File: src/hw/rtl/u8sv_pkg.sv
`timescale 1ns / 1ps
// Package for the UTF-8 string validator: verdict codes and decode constants.
// Used by utf8_string_validator and by its port checker u8sv_checker.
// No dependencies.

package u8sv_pkg;

    typedef enum logic [3:0] {
        ERR_NONE      = 4'd0,
        ERR_EMPTY     = 4'd1,
        ERR_CONTROL   = 4'd2,
        ERR_LEAD      = 4'd3,
        ERR_CONT      = 4'd4,
        ERR_OVERLONG  = 4'd5,
        ERR_SURROGATE = 4'd6,
        ERR_ABOVE     = 4'd7,
        ERR_UNTERM    = 4'd8
    } err_t;

    localparam int unsigned CP_W = 21;

    localparam logic [7:0] CTRL_LIMIT  = 8'h20;
    localparam logic [7:0] DEL_CHAR    = 8'h7f;
    localparam logic [7:0] ASCII_LIMIT = 8'h80;
    localparam logic [7:0] LEAD2_LO    = 8'hc2;
    localparam logic [7:0] LEAD2_HI    = 8'hdf;
    localparam logic [7:0] LEAD3_LO    = 8'he0;
    localparam logic [7:0] LEAD3_HI    = 8'hef;
    localparam logic [7:0] LEAD4_LO    = 8'hf0;
    localparam logic [7:0] LEAD4_HI    = 8'hf4;

    localparam logic [CP_W-1:0] CP_MIN2   = 21'h00080;
    localparam logic [CP_W-1:0] CP_MIN3   = 21'h00800;
    localparam logic [CP_W-1:0] CP_MIN4   = 21'h10000;
    localparam logic [CP_W-1:0] CP_MAX    = 21'h10ffff;
    localparam logic [CP_W-1:0] SURR_LO   = 21'h0d800;
    localparam logic [CP_W-1:0] SURR_HI   = 21'h0dfff;

    // Smallest code point that each sequence length may legally encode.
    function automatic logic [CP_W-1:0] class_min(input logic [1:0] cls);
        logic [CP_W-1:0] m;
        unique case (cls)
            2'd0:    m = CP_MIN2;
            2'd1:    m = CP_MIN3;
            default: m = CP_MIN4;
        endcase
        return m;
    endfunction

endpackage

File: src/hw/rtl/utf8_string_validator.sv
`timescale 1ns / 1ps
// Streaming UTF-8 string validator, one byte per transaction.
// Depends on u8sv_pkg for verdict codes and decode constants.
//
// Usage:
//   The input channel (in_valid/in_ready) carries one string byte per
//   transaction. capacity and need_text are sampled only with the first
//   byte of a string and ignored on later bytes. A string ends on a NUL
//   byte or on the byte at index capacity-1.
//   The output channel (out_valid/out_ready) carries one verdict per
//   string: valid_res, error (first error seen) and length (index of the
//   ending byte).
//   Throughput is one byte per clock. A byte is decoded in the input
//   register against the per-string state; a byte that ends a string
//   then loads its verdict from there into the output register, which
//   drives out_valid.
//   If the receiver stalls, bytes that do not end a string keep flowing.
//   A byte that ends a string waits in the input register while the
//   output register is still full, and in_ready stays low until it moves.
//   Reset clears both registers and all string state; the next byte
//   accepted starts a new string.

module utf8_string_validator (
    input  logic                    clk,
    input  logic                    rst_n,
    input  logic                    in_valid,
    output logic                    in_ready,
    input  logic [7:0]              byte_req,
    input  logic [15:0]             capacity,
    input  logic                    need_text,
    output logic                    out_valid,
    input  logic                    out_ready,
    output logic                    valid_res,
    output u8sv_pkg::err_t          error,
    output logic [15:0]             length
);
    import u8sv_pkg::*;

    // Input register.
    logic              in_valid_reg;
    logic [7:0]        byte_reg;
    logic [15:0]       cap_in_reg;
    logic              nt_in_reg;

    // Per-string state.
    logic [15:0]       byte_index_reg, byte_index_next;
    logic [1:0]        pending_reg, pending_next;
    logic [CP_W-1:0]   accum_reg, accum_next;
    logic [1:0]        min_class_reg, min_class_next;
    err_t              first_err_reg, first_err_next;
    logic [15:0]       held_cap_reg, held_cap_next;
    logic              held_nt_reg, held_nt_next;

    // Result register.
    logic              out_valid_reg;
    logic              valid_res_reg;
    err_t              error_reg;
    logic [15:0]       length_reg;

    logic              first;
    logic [15:0]       cur_cap;
    logic              cur_nt;
    logic [1:0]        cur_pend;
    logic [CP_W-1:0]   cur_acc;
    logic [1:0]        cur_cls;
    err_t              cur_err;
    logic [16:0]       idx_p1;
    logic [CP_W-1:0]   cont_cp;
    logic [1:0]        lead_need;
    logic [CP_W-1:0]   lead_cp;
    err_t              dec_err;
    logic [1:0]        dec_pend;
    logic [CP_W-1:0]   dec_acc;
    logic [1:0]        dec_cls;
    logic              last;
    logic              done;
    logic              advance;
    logic              fire;

    // The first byte of a string sees freshly cleared state.
    assign first    = (byte_index_reg == 16'd0);
    assign cur_cap  = first ? cap_in_reg : held_cap_reg;
    assign cur_nt   = first ? nt_in_reg : held_nt_reg;
    assign cur_pend = first ? 2'd0 : pending_reg;
    assign cur_acc  = first ? '0 : accum_reg;
    assign cur_cls  = first ? 2'd0 : min_class_reg;
    assign cur_err  = first ? ERR_NONE : first_err_reg;

    assign idx_p1  = {1'b0, byte_index_reg} + 17'd1;
    assign cont_cp = {cur_acc[CP_W-7:0], byte_reg[5:0]};

    always_comb
    begin
        lead_need = 2'd0;
        lead_cp   = '0;
        if (byte_reg >= LEAD2_LO && byte_reg <= LEAD2_HI)
        begin
            lead_need = 2'd1;
            lead_cp   = {16'd0, byte_reg[4:0]};
        end
        else if (byte_reg >= LEAD3_LO && byte_reg <= LEAD3_HI)
        begin
            lead_need = 2'd2;
            lead_cp   = {17'd0, byte_reg[3:0]};
        end
        else if (byte_reg >= LEAD4_LO && byte_reg <= LEAD4_HI)
        begin
            lead_need = 2'd3;
            lead_cp   = {18'd0, byte_reg[2:0]};
        end
    end

    always_comb
    begin
        dec_err  = ERR_NONE;
        dec_pend = cur_pend;
        dec_acc  = cur_acc;
        dec_cls  = cur_cls;
        if (cur_pend != 2'd0)
        begin
            if (byte_reg[7:6] != 2'b10)
            begin
                dec_err = ERR_CONT;
            end
            else
            begin
                dec_acc  = cont_cp;
                dec_pend = cur_pend - 2'd1;
                if (dec_pend == 2'd0)
                begin
                    // Overlong takes precedence over range and surrogate checks.
                    priority if (cont_cp < class_min(cur_cls))
                        dec_err = ERR_OVERLONG;
                    else if (cont_cp > CP_MAX)
                        dec_err = ERR_ABOVE;
                    else if (cont_cp >= SURR_LO && cont_cp <= SURR_HI)
                        dec_err = ERR_SURROGATE;
                    else
                        dec_err = ERR_NONE;
                end
            end
        end
        else if (byte_reg == 8'd0)
        begin
            dec_err = ERR_NONE;
        end
        else if (byte_reg < CTRL_LIMIT || byte_reg == DEL_CHAR)
        begin
            dec_err = ERR_CONTROL;
        end
        else if (byte_reg < ASCII_LIMIT)
        begin
            dec_err = ERR_NONE;
        end
        else if (lead_need != 2'd0)
        begin
            // The continuation bytes must not reach the slot kept for the NUL.
            if ((idx_p1 + {15'd0, lead_need}) >= {1'b0, cur_cap})
            begin
                dec_err = ERR_CONT;
            end
            else
            begin
                dec_pend = lead_need;
                dec_acc  = lead_cp;
                dec_cls  = lead_need - 2'd1;
            end
        end
        else
        begin
            dec_err = ERR_LEAD;
        end
    end

    always_comb
    begin
        first_err_next = cur_err;
        pending_next   = cur_pend;
        accum_next     = cur_acc;
        min_class_next = cur_cls;
        held_cap_next  = cur_cap;
        held_nt_next   = cur_nt;
        if (cur_err == ERR_NONE)
        begin
            if (first && byte_reg == 8'd0 && cur_nt)
            begin
                first_err_next = ERR_EMPTY;
            end
            else
            begin
                pending_next   = dec_pend;
                accum_next     = dec_acc;
                min_class_next = dec_cls;
                if (dec_err != ERR_NONE)
                begin
                    first_err_next = dec_err;
                    pending_next   = 2'd0;
                end
            end
        end
        last = (idx_p1 >= {1'b0, cur_cap});
        if (last && byte_reg != 8'd0 && first_err_next == ERR_NONE)
            first_err_next = ERR_UNTERM;
        done = (byte_reg == 8'd0) || last;
        byte_index_next = idx_p1[15:0];
    end

    assign advance  = !done || !out_valid_reg || out_ready;
    assign fire     = in_valid_reg && advance;
    assign in_ready = !in_valid_reg || advance;

    always_ff @(posedge clk or negedge rst_n)
    begin
        if (!rst_n)
        begin
            in_valid_reg   <= 1'b0;
            out_valid_reg  <= 1'b0;
            byte_index_reg <= '0;
            pending_reg    <= '0;
            accum_reg      <= '0;
            min_class_reg  <= '0;
            first_err_reg  <= ERR_NONE;
            held_cap_reg   <= '0;
            held_nt_reg    <= 1'b0;
        end
        else
        begin
            if (in_ready)
                in_valid_reg <= in_valid;
            if (fire && done)
                out_valid_reg <= 1'b1;
            else if (out_ready)
                out_valid_reg <= 1'b0;
            if (fire)
            begin
                held_cap_reg <= held_cap_next;
                held_nt_reg  <= held_nt_next;
                if (done)
                begin
                    byte_index_reg <= '0;
                    pending_reg    <= '0;
                    accum_reg      <= '0;
                    min_class_reg  <= '0;
                    first_err_reg  <= ERR_NONE;
                end
                else
                begin
                    byte_index_reg <= byte_index_next;
                    pending_reg    <= pending_next;
                    accum_reg      <= accum_next;
                    min_class_reg  <= min_class_next;
                    first_err_reg  <= first_err_next;
                end
            end
        end
    end

    // Payload registers carry no reset; their valid flags guard them.
    always_ff @(posedge clk)
    begin
        if (in_valid && in_ready)
        begin
            byte_reg   <= byte_req;
            cap_in_reg <= capacity;
            nt_in_reg  <= need_text;
        end
        if (fire && done)
        begin
            valid_res_reg <= (first_err_next == ERR_NONE);
            error_reg     <= first_err_next;
            length_reg    <= byte_index_reg;
        end
    end

    assign out_valid = out_valid_reg;
    assign valid_res = valid_res_reg;
    assign error     = error_reg;
    assign length    = length_reg;

endmodule

File: config.mk
export PLATFORM = sky130hd
export DESIGN_NAME = utf8_string_validator
export DESIGN_NICKNAME = d
export VERILOG_FILES = /design/src/hw/rtl/u8sv_pkg.sv /design/src/hw/rtl/utf8_string_validator.sv
export SDC_FILE = /design/constraint.sdc
export NUM_CORES = 1
export LEC_CHECK = 0
export BUFFER_PORTS_ARGS = -buffer_cell sky130_fd_sc_hd__buf_2
export CAP_MARGIN = 10
export CORE_ASPECT_RATIO = 1.5
export CORE_MARGIN = 2
export CORE_UTILIZATION = 50
export DETAILED_ROUTE_END_ITERATION = 6
export GPL_ROUTABILITY_DRIVEN = 0
export PLACE_DENSITY = 0.8
export SLEW_MARGIN = 25
export SYNTH_ARGS = -nofsm -noshare
export SYNTH_HDL_FRONTEND = slang
export SYNTH_SLANG_ARGS = --single-unit
File: constraint.sdc
create_clock -name clk -period 5.7 [get_ports clk]
set_input_delay 0.285 -clock clk [delete_from_list [all_inputs] [get_ports clk]]
set_output_delay 0.285 -clock clk [all_outputs]
set_load 0.05 [all_outputs]
==> results of run 1 <==
[routing by layer]
layer / vias to the layer above / track usage [%]
met5: - / 0
met4: 0 / 12.4
met3: 62 / 3.42
met2: 231 / 35.3
met1: 2264 / 27.6
li1: 2280 / -
[synthesized netlist by cell type, types with 3 or more instances]
master    number
a211oi_1       3
a21o_1         4
a21oi_1       20
a22o_1        20
a31oi_1        4
a41o_1         3
and2_1         5
and3_1         3
buf_2          5
buf_4          3
clkbuf_1      14
dfrtp_1       57
edfxtp_1      46
ha_1          41
inv_1         29
mux2i_1       15
nand2_1       67
nand2b_1       4
nand3_1       19
nand3_4        3
nand4_1       15
nor2_1        38
nor2b_1        5
nor3_1        17
nor4_1        13
nor4b_1        3
o21ai_0       43
or4_1          3
xnor2_1       23
[power breakdown]
part	internal (W)	total [W]	switching [W]
Clock	0.000345	0.000622	0.000278
Sequential	0.00106	0.00124	0.000181
Combinational	0.000798	0.00237	0.00158
Total	0.00220	0.00423	0.00203
[cell families (layout without fill, tap and decap cells)]
group           count (synthesis)  in the layout  share of synthesized area (%)
compound gates                133            133                           15.5
mux                            16             16                           2.67
simple gates                  212            212                           19.2
buf+inv                        53            104                           3.82
xor+xnor                       25             25                           3.62
fa+ha+maj                      42             42                           8.81
flops                         103            103                           46.4
[per-stage QoR]
step	cells	total power [W]	area (sq um)	utilization, %
after floorplan	584	0.00301	6050	-
after global placement	772	0.00345	6440	54.1
after detailed placement	772	0.00355	6440	54.1
after CTS	788	0.00420	6750	56.7
after global routing	788	0.00452	6750	56.7
final	788	0.00423	6750	56.7
[worst paths after layout]
| check | depth (start not counted) | to |
|---|---|---|
| worst max-delay path | 21 | accum_reg[0]$_DFFE_PN0P_ |
| worst min-delay path | 2 | held_cap_reg[14]$_DFFE_PN0P_ |
| worst max register to register | 21 | accum_reg[0]$_DFFE_PN0P_ |
| worst min register to register | 2 | held_cap_reg[2]$_DFFE_PN0P_ |
| max in group asynchronous | 2 | accum_reg[3]$_DFFE_PN0P_ |
| min in group clk | 1 | cap_in_reg[3]$_DFFE_PP_ |
[area by class of cell]
| type | count | area (sq um) |
|---|---|---|
| flip-flops and latches | 103 | 2810 |
| multi-input cells | 428 | 3020 |
| clock buffers | 9 | 225 |
| well taps | 153 | 191 |
| inverters | 29 | 109 |
| fillers | 1029 | 5150 |
| clock inverters | 7 | 80.1 |
| repair buffers | 59 | 315 |
==> results.sh, run 1 <==
export IMPL_syn_area_sq_um=6050
export IMPL_grt_max_degree=58
export IMPL_crit_family="simple AND/OR/NAND/NOR gates"
export IMPL_cpMostUsedCell="nand3_1"
export IMPL_critPathRequiredTime_ns=5.94
export IMPL_critical_path_arrival_ns=5.49
export IMPL_finalCritPeriodShare_pct=92.1
export IMPL_cts_root_buf="clkbuf_16"
export IMPL_met1Wirelength_mm=5.56
export IMPL_clkLatencyLatePin_ns=0.35
export IMPL_criticalPathCategory="reg2reg"
export IMPL_cts_resized=0
export IMPL_synth_ff_type="dfrtp_1"
export IMPL_antenna_left=0
export IMPL_synth_edf_count=46
export IMPL_fin_tns_setup_ns=0
export IMPL_p_leak_nw=2.86
export IMPL_dr_pass1_iters=5
export IMPL_cp_cell_sequence="o21ai_0 -> nand2b_1 -> o22ai_1 -> nand3_1 -> inv_1 -> ha_1 -> a21oi_1 -> nor3_1 -> nand4_1 -> nor4b_1 -> nand4_1 -> xnor2_1 -> ha_1 -> nand3_1 -> nor4_1 -> nand3_1 -> nand3_1 -> nor2_1 -> nand3_4 -> a41o_1 -> a22o_1"
export IMPL_cts_buffer_depth=2
export IMPL_netlist_instances=584
export IMPL_slowest_delay_ns=0.69
export IMPL_fin_ws_ns=0.451
export IMPL_numCtsBuffers=9
export IMPL_crit_path_max_fanout=11
export IMPL_slew_headroom_pct=44.7
export IMPL_row_count=49
export IMPL_slowest_stage="nor4b_1"
export IMPL_crit_path_start="byte_reg[1]$_DFFE_PP_"
export IMPL_numPortBuffers=51
export IMPL_grt_pass1_wl_mm=22.7
export IMPL_rsz0062_at_grt="no"
export IMPL_vdd_drop_max_uv=225
export IMPL_antenna_found_initial=0
export IMPL_final_common_cell="nand2_1"
export IMPL_flow_area_growth_from_synthesis_pct=11.5
export IMPL_drv_slew=0
export IMPL_syn_avg_cell_area_sq_um=10.4
export IMPL_cts_tree="built"
export IMPL_powerDensity_nw_per_um2=628
export IMPL_place_ws_ns=0.456
export IMPL_min_path_type="in2async"
export IMPL_finalHoldViolCount=0
export IMPL_clk_pin_slew_worst_paths_ns=0.07
export IMPL_via_per_inst=6.14
export IMPL_route_met3_wl_um=790
export IMPL_final_cell_mix="nand2_1, dfrtp_1, buf_2"
export IMPL_postCtsHoldBufs=0
export IMPL_initial_core_util_pct=50.9
export IMPL_maxCapViolCount=0
export IMPL_clock_skew_ns=0.00726
export IMPL_die_y_um=139
export IMPL_finalCriticalPeriod_ns=5.25
export IMPL_post_cts_buffers=0
export IMPL_synthArstFlopShare_pct=55.3
export IMPL_end_kind="flip-flop"
export IMPL_ys_warn_count=0
export IMPL_dpl_hpwl_mm=10.2
export IMPL_tightest_slew_ns=0.824
export IMPL_reg2reg_slack_ns=0.45
export IMPL_htreeDepth=3
export IMPL_timing_rr_start="byte_reg[1]$_DFFE_PP_"
export IMPL_synth_nets=655
export IMPL_first_global_vias=4670
export IMPL_core_area_sq_um=11900
export IMPL_io_pins=52
export IMPL_vias=4837
export IMPL_holdWs_ns=0.0736
export IMPL_drcViolationCount=0
export IMPL_synth_cell_type_count=73
export IMPL_grt_overflow_total=0
export IMPL_die_area_sq_um=13000
export IMPL_first_iter_violations=424
export IMPL_setup_violations=0
export IMPL_yosysTopAreaCell="dfrtp_1"
export IMPL_max_freq_mhz=190
export IMPL_grt_usage_pct=21.8
export IMPL_synth_top_area_share_pct=23.6
export IMPL_seq_area_frac_synth_pct=46.4
export IMPL_finalNetCount=701
export IMPL_drive_above_1_share_pct=15.6
export IMPL_routed_wl_mm=13.7
export IMPL_ys_top_cells_by_area="dfrtp_1, edfxtp_1, ha_1"
export IMPL_met2_length_mm=6.71
export IMPL_path_buf_inv=1
export IMPL_fp_dieW_um=93.8
export IMPL_antenna_cells=0
export IMPL_status="finished clean"
export IMPL_cts_sinks=103
export IMPL_maxUsedRoutingLayer="met4"
export IMPL_synth_seq_cells=103
export IMPL_wire_per_inst_um=17.4
export IMPL_crit_path_start_kind="flip-flop"
Power figures use the tool's default switching activity.
==> run 2: changes to the inputs <==
--- a/config.mk
+++ b/config.mk
@@ -12,7 +12,8 @@
 export CORE_UTILIZATION = 50
 export DETAILED_ROUTE_END_ITERATION = 6
 export GPL_ROUTABILITY_DRIVEN = 0
-export PLACE_DENSITY = 0.8
+export PLACE_DENSITY = 0.78
+export SKIP_LAST_GASP = 1
 export SLEW_MARGIN = 25
 export SYNTH_ARGS = -nofsm -noshare
 export SYNTH_HDL_FRONTEND = slang
==> constraint.sdc (replaced) <==
create_clock -name clk -period 6.7 [get_ports clk]
set_input_delay 0.335 -clock clk [delete_from_list [all_inputs] [get_ports clk]]
set_output_delay 0.335 -clock clk [all_outputs]
set_load 0.05 [all_outputs]
==> run 2 against run 1 <==
  * Routed wire length increased by 0.89%
  * Via count increased by 0.25%
  * Critical path type unchanged
  * Clock-buffer cell count increased by 2
  * Critical path depth decreased by 7
  * Clock skew increased by 0.00055 ns
  * Setup slack improved by 0.92 ns
  * Final area decreased by 0.63%
  * Largest power group unchanged
  * Utilization decreased by 0.36 points
==> results.sh, run 2 (synthesis results as in run 1) <==
export IMPL_cp_cell_sequence="inv_1 -> ha_1 -> nor4b_1 -> and4_2 -> mux2i_1 -> ha_1 -> nand4_1 -> nor4_1 -> o2111ai_1 -> o2111a_1 -> nand2_1 -> nor2_1 -> a41o_1 -> a22o_1"
export IMPL_seqCellArea_sq_um=2810
export IMPL_clock_skew_ns=0.00781
export IMPL_dp_cells=767
export IMPL_min_path_type="in2async"
export IMPL_numPortBuffers=51
export IMPL_htreeDepth=3
export IMPL_use_met1_pct=28.6
export IMPL_tightest_slew_ns=0.920
export IMPL_die_y_um=139
export IMPL_max_freq_mhz=188
export IMPL_p_leak_nw=2.84
export IMPL_multiInputGateArea_sq_um=3030
export IMPL_clkLatencyLatePin_ns=0.36
export IMPL_clk_pin_slew_worst_paths_ns=0.07
export IMPL_first_iter_violations=394
export IMPL_finalNetCount=696
export IMPL_grt_overflow_total=0
export IMPL_dr_pass1_iters=5
export IMPL_fin_tns_setup_ns=0
export IMPL_die_area_sq_um=13000
export IMPL_p_sw_share_pct=48.5
export IMPL_crit_family="simple AND/OR/NAND/NOR gates"
export IMPL_postPlaceCellArea_sq_um=6400
export IMPL_grt_pass1_wl_mm=22.8
export IMPL_holdWs_ns=0.0931
export IMPL_nFillCells=1039
export IMPL_grt_max_degree=58
export IMPL_postCtsHoldBufs=0
export IMPL_drive_above_1_share_pct=15.1
export IMPL_finalCriticalPeriod_ns=5.32
export IMPL_fin_ws_ns=1.38
export IMPL_cts_root_buf="clkbuf_16"
export IMPL_wire_per_inst_um=17.7
export IMPL_status="finished clean"
export IMPL_met3_usage_pct=2.88
export IMPL_p_clk_share_pct=14.2
export IMPL_critical_path_arrival_ns=5.58
export IMPL_power_frac_comb_pct=56.0
export IMPL_criticalPathCategory="reg2reg"
export IMPL_drv_slew=0
export IMPL_switchingPower_w=0.00173
export IMPL_finalInstanceArea_sq_um=6700
export IMPL_initial_core_util_pct=50.9
export IMPL_via_per_inst=6.19
export IMPL_dpl_hpwl_mm=10.1
export IMPL_antenna_found_initial=0
export IMPL_cts_buffer_depth=2
export IMPL_io_pins=52
export IMPL_antenna_cells=0
export IMPL_final_common_cell="nand2_1"
export IMPL_slowest_delay_ns=0.78
export IMPL_vias=4849
export IMPL_crit_path_start_kind="flip-flop"
export IMPL_intPower_w=0.00184
export IMPL_row_count=49
export IMPL_core_area_sq_um=11900
export IMPL_fp_dieW_um=93.8
export IMPL_drcViolationCount=0
export IMPL_cts_sinks=103
export IMPL_vdd_drop_max_uv=179
export IMPL_setup_violations=0
export IMPL_numCtsBuffers=9
export IMPL_final_cell_mix="nand2_1, dfrtp_1, buf_2"
export IMPL_p_seq_share_pct=29.7
export IMPL_cts_tree="built"
export IMPL_instances_no_fill=783
export IMPL_crit_path_max_fanout=24
export IMPL_first_global_vias=4572
export IMPL_grt_usage_pct=22.0
export IMPL_powerDensity_nw_per_um2=533
export IMPL_post_cts_buffers=0
export IMPL_end_kind="flip-flop"
export IMPL_path_buf_inv=1
export IMPL_critPathRequiredTime_ns=6.95
export IMPL_cpMostUsedCell="ha_1"
export IMPL_finalHoldViolCount=0
export IMPL_slowest_stage="and4_2"
export IMPL_flow_area_growth_from_synthesis_pct=10.8
export IMPL_grt_util_met2_pct=35.6
export IMPL_antenna_left=0
export IMPL_rsz0062_at_grt="no"
export IMPL_slew_headroom_pct=38.2
export IMPL_busiest_layer="met2"
export IMPL_place_ws_ns=1.49
export IMPL_routed_wl_mm=13.9
export IMPL_cts_resized=0
export IMPL_maxCapViolCount=0
export IMPL_finalCritPeriodShare_pct=79.5
[run 2: per-layer routing]
layer	part of all wire (%)	vias up
met5	0	-
met4	4.4	0
met3	5.4	43
met2	49	208
met1	41	2336
li1	-	2262
[run 2: per-stage QoR]
stage	util [%]	power (W)
floorplan	-	0.00256
global placement	53.8	0.00292
CTS	56.3	0.00354
global route	56.4	0.00382
finish	56.4	0.00358
detailed placement	53.8	0.00302
[run 2: power by group through the flow]
stage               Combinational [W]  Clock, W  Sequential (W)
floorplan                     0.00130         0         0.00126
global placement              0.00186         0         0.00106
detailed placement            0.00194         0         0.00107
CTS                           0.00196  0.000517         0.00106
global route                  0.00219  0.000539         0.00109
finish                        0.00200  0.000509         0.00106
[run 2: worst paths after layout]
kind	slack, ns	depth (start not counted)	from	endpoint
setup reg to reg	1.38	14	byte_index_reg[0]$_DFFE_PN0P_	accum_reg[2]$_DFFE_PN0P_
min in group clk	0.15	1	capacity[1]	cap_in_reg[1]$_DFFE_PP_
hold reg to reg	0.49	2	held_cap_reg[14]$_DFFE_PN0P_	held_cap_reg[14]$_DFFE_PN0P_
max in group asynchronous	6.09	2	rst_n	byte_index_reg[8]$_DFFE_PN0P_
setup / recovery	1.38	14	byte_index_reg[0]$_DFFE_PN0P_	accum_reg[2]$_DFFE_PN0P_
hold / removal	0.09	2	rst_n	held_cap_reg[15]$_DFFE_PN0P_
[run 2: area by class of cell]
class | count | share of cell area [%]
multi-input combinational | 428 | 45.1
sequential | 103 | 41.9
clock inverter | 5 | 0.579
inverter | 29 | 1.62
tap | 153 | 2.86
timing repair buffer | 54 | 4.14
clock buffer | 11 | 3.77
==> run 3: changes to the inputs <==
--- a/config.mk
+++ b/config.mk
@@ -12,7 +12,7 @@
 export CORE_UTILIZATION = 50
 export DETAILED_ROUTE_END_ITERATION = 6
 export GPL_ROUTABILITY_DRIVEN = 0
-export PLACE_DENSITY = 0.78
+export PLACE_DENSITY = 0.8
 export SKIP_LAST_GASP = 1
 export SLEW_MARGIN = 25
 export SYNTH_ARGS = -nofsm -noshare
==> constraint.sdc (replaced) <==
create_clock -name clk -period 4.5 [get_ports clk]
set_input_delay 0.225 -clock clk [delete_from_list [all_inputs] [get_ports clk]]
set_output_delay 0.225 -clock clk [all_outputs]
set_load 0.05 [all_outputs]
==> run 3 against run 2 <==
  * First-iteration DRC count shrank 7.1%
  * Sequential power increased by 45%
  * Clock skew grew 0.0031 ns
  * Die area unchanged
==> results.sh, run 3 (synthesis results as in run 1) <==
export IMPL_status="finished clean"
export IMPL_core_area_sq_um=11900
export IMPL_flow_area_growth_from_synthesis_pct=18.8
export IMPL_antenna_cells=0
export IMPL_maxCapViolCount=0
export IMPL_setup_violations=0
export IMPL_finalHoldViolCount=0
export IMPL_antenna_left=0
export IMPL_finalCritPeriodShare_pct=96.5
export IMPL_utilization_pct=60.4
export IMPL_cts_root_buf="clkbuf_16"
export IMPL_end_kind="primary output"
export IMPL_cp_cell_sequence="inv_1 -> ha_1 -> nor4b_4 -> and4_1 -> buf_12 -> mux2i_1 -> ha_1 -> nand4_1 -> nor3_1 -> a2111oi_4 -> o2111a_1 -> nand2_1 -> nand3_2 -> buf_2"
export IMPL_vdd_drop_max_uv=330
export IMPL_crit_path_start_kind="flip-flop"
export IMPL_crit_path_max_fanout=24
export IMPL_drcViolationCount=0
export IMPL_powerDensity_nw_per_um2=807
export IMPL_cpMostUsedCell="ha_1"
export IMPL_vias=4984
export IMPL_routed_wl_mm=14.1
export IMPL_criticalPathCategory="reg2out"
export IMPL_grt_pass1_wl_mm=23.1
export IMPL_tightest_slew_ns=0.740
export IMPL_nFillCells=974
export IMPL_p_leak_nw=3.09
export IMPL_max_freq_mhz=230
export IMPL_instances_no_fill=830
export IMPL_cts_sinks=103
export IMPL_final_cell_mix="nand2_1, dfrtp_1, buf_2"
export IMPL_clk_pin_slew_worst_paths_ns=0.07
export IMPL_path_buf_inv=3
export IMPL_drv_slew=0
export IMPL_numPortBuffers=51
export IMPL_critPathRequiredTime_ns=4.28
export IMPL_drive_above_1_share_pct=23.3
export IMPL_via_per_inst=6.00
export IMPL_crit_family="simple AND/OR/NAND/NOR gates"
export IMPL_initial_core_util_pct=50.9
export IMPL_finalNetCount=743
export IMPL_numCtsBuffers=9
export IMPL_postCtsHoldBufs=0
export IMPL_grt_overflow_total=0
export IMPL_row_count=49
export IMPL_min_path_type="in2async"
export IMPL_dpl_hpwl_mm=10.5
export IMPL_clkLatencyLatePin_ns=0.35
export IMPL_cts_tree="built"
export IMPL_slowest_delay_ns=0.44
export IMPL_critical_path_arrival_ns=4.12
export IMPL_die_y_um=139
export IMPL_finalCriticalPeriod_ns=4.34
export IMPL_multiInputGateArea_sq_um=3140
export IMPL_grt_usage_pct=22.2
export IMPL_holdWs_ns=0.00231
export IMPL_antenna_found_initial=0
export IMPL_cts_buffer_depth=2
export IMPL_io_pins=52
export IMPL_dr_pass1_iters=7
export IMPL_final_common_cell="nand2_1"
export IMPL_fp_dieW_um=93.8
export IMPL_die_area_sq_um=13000
export IMPL_wire_per_inst_um=16.9
export IMPL_clock_skew_ns=0.0109
export IMPL_htreeDepth=3
export IMPL_seqCellArea_sq_um=2810
export IMPL_first_iter_violations=366
export IMPL_slowest_stage="a2111oi_4"
export IMPL_post_cts_buffers=0
export IMPL_grt_max_degree=58
export IMPL_dp_cells=814
export IMPL_first_global_vias=4910
export IMPL_slew_headroom_pct=50.7
## run 3: final timing paths
kind                                               start                            end  slack [ns]  depth (start not counted)
setup / recovery           byte_index_reg[0]$_DFFE_PN0P_                       in_ready        0.16                         14
hold / removal                                     rst_n   held_cap_reg[11]$_DFFE_PN0P_       0.002                          2
setup reg to reg           byte_index_reg[0]$_DFFE_PN0P_       accum_reg[4]$_DFFE_PN0P_        0.18                         16
hold reg to reg              held_cap_reg[4]$_DFFE_PN0P_    held_cap_reg[4]$_DFFE_PN0P_        0.48                          2
max in group asynchronous                          rst_n  byte_index_reg[6]$_DFFE_PN0P_        3.98                          2
min in group clk                            capacity[11]       cap_in_reg[11]$_DFFE_PP_        0.05                          1
## run 3: final cells by class
class,count,area share (%)
Clock buffer,12,3.57
Clock inverter,4,0.400
Inverter,29,1.51
Multi-Input combinational cell,428,43.7
Sequential cell,103,39.1
Tap cell,153,2.66
Timing Repair Buffer,101,9.12
## run 3: worst reg2reg max path: stages (launching register included)
cell and delay, ns:
dfrtp_1 0.41, inv_1 0.11, ha_1 0.23, nor4b_4 0.27, and4_1 0.29, buf_12 0.21
mux2i_1 0.37, ha_1 0.29, nand4_1 0.14, nor3_1 0.10, a2111oi_4 0.44, o2111ai_2 0.29
o21ai_1 0.28, o211ai_1 0.16, buf_4 0.20, a41o_1 0.21, a22o_1 0.22
## run 3: metrics by stage
step / area [sq um] / setup slack (ns) / TNS, ns / total power [W]
final: 7190 / 0.159 / 0 / 0.00580
after global routing: 7190 / -0.0132 / -0.0165 / 0.00616
after CTS: 7110 / -0.00418 / -0.00418 / 0.00565
after detailed placement: 6800 / -0.143 / -2.26 / 0.00486
after global placement: 6800 / 0.0678 / 0 / 0.00471
after floorplan: 6080 / 0.0182 / 0 / 0.00384
## run 3: where the power goes
group | switching [W] | leakage [nW] | internal, W
combinational | 0.00219 | 1.74 | 0.00132
clock | 0.000341 | 0.143 | 0.000408
sequential | 0.000203 | 1.21 | 0.00134
## run 3: what timing repair did
action                                  in CTS  in global routing
gates resized for setup                      6                 16
hold endpoints to repair                     0                  0
cloned                                       0                  0
pin swaps                                    0                  4
endpoints found under the setup margin      74                 76
## run 3: per-layer routing
metal | GRT usage (%) | vias up | routed length (um)
met1 | 28.2 | 2390 | 5720
li1 | - | 2349 | -
met4 | 11.1 | 0 | 495
met2 | 36.1 | 202 | 7080
met5 | 0 | - | 0
met3 | 3.86 | 43 | 764
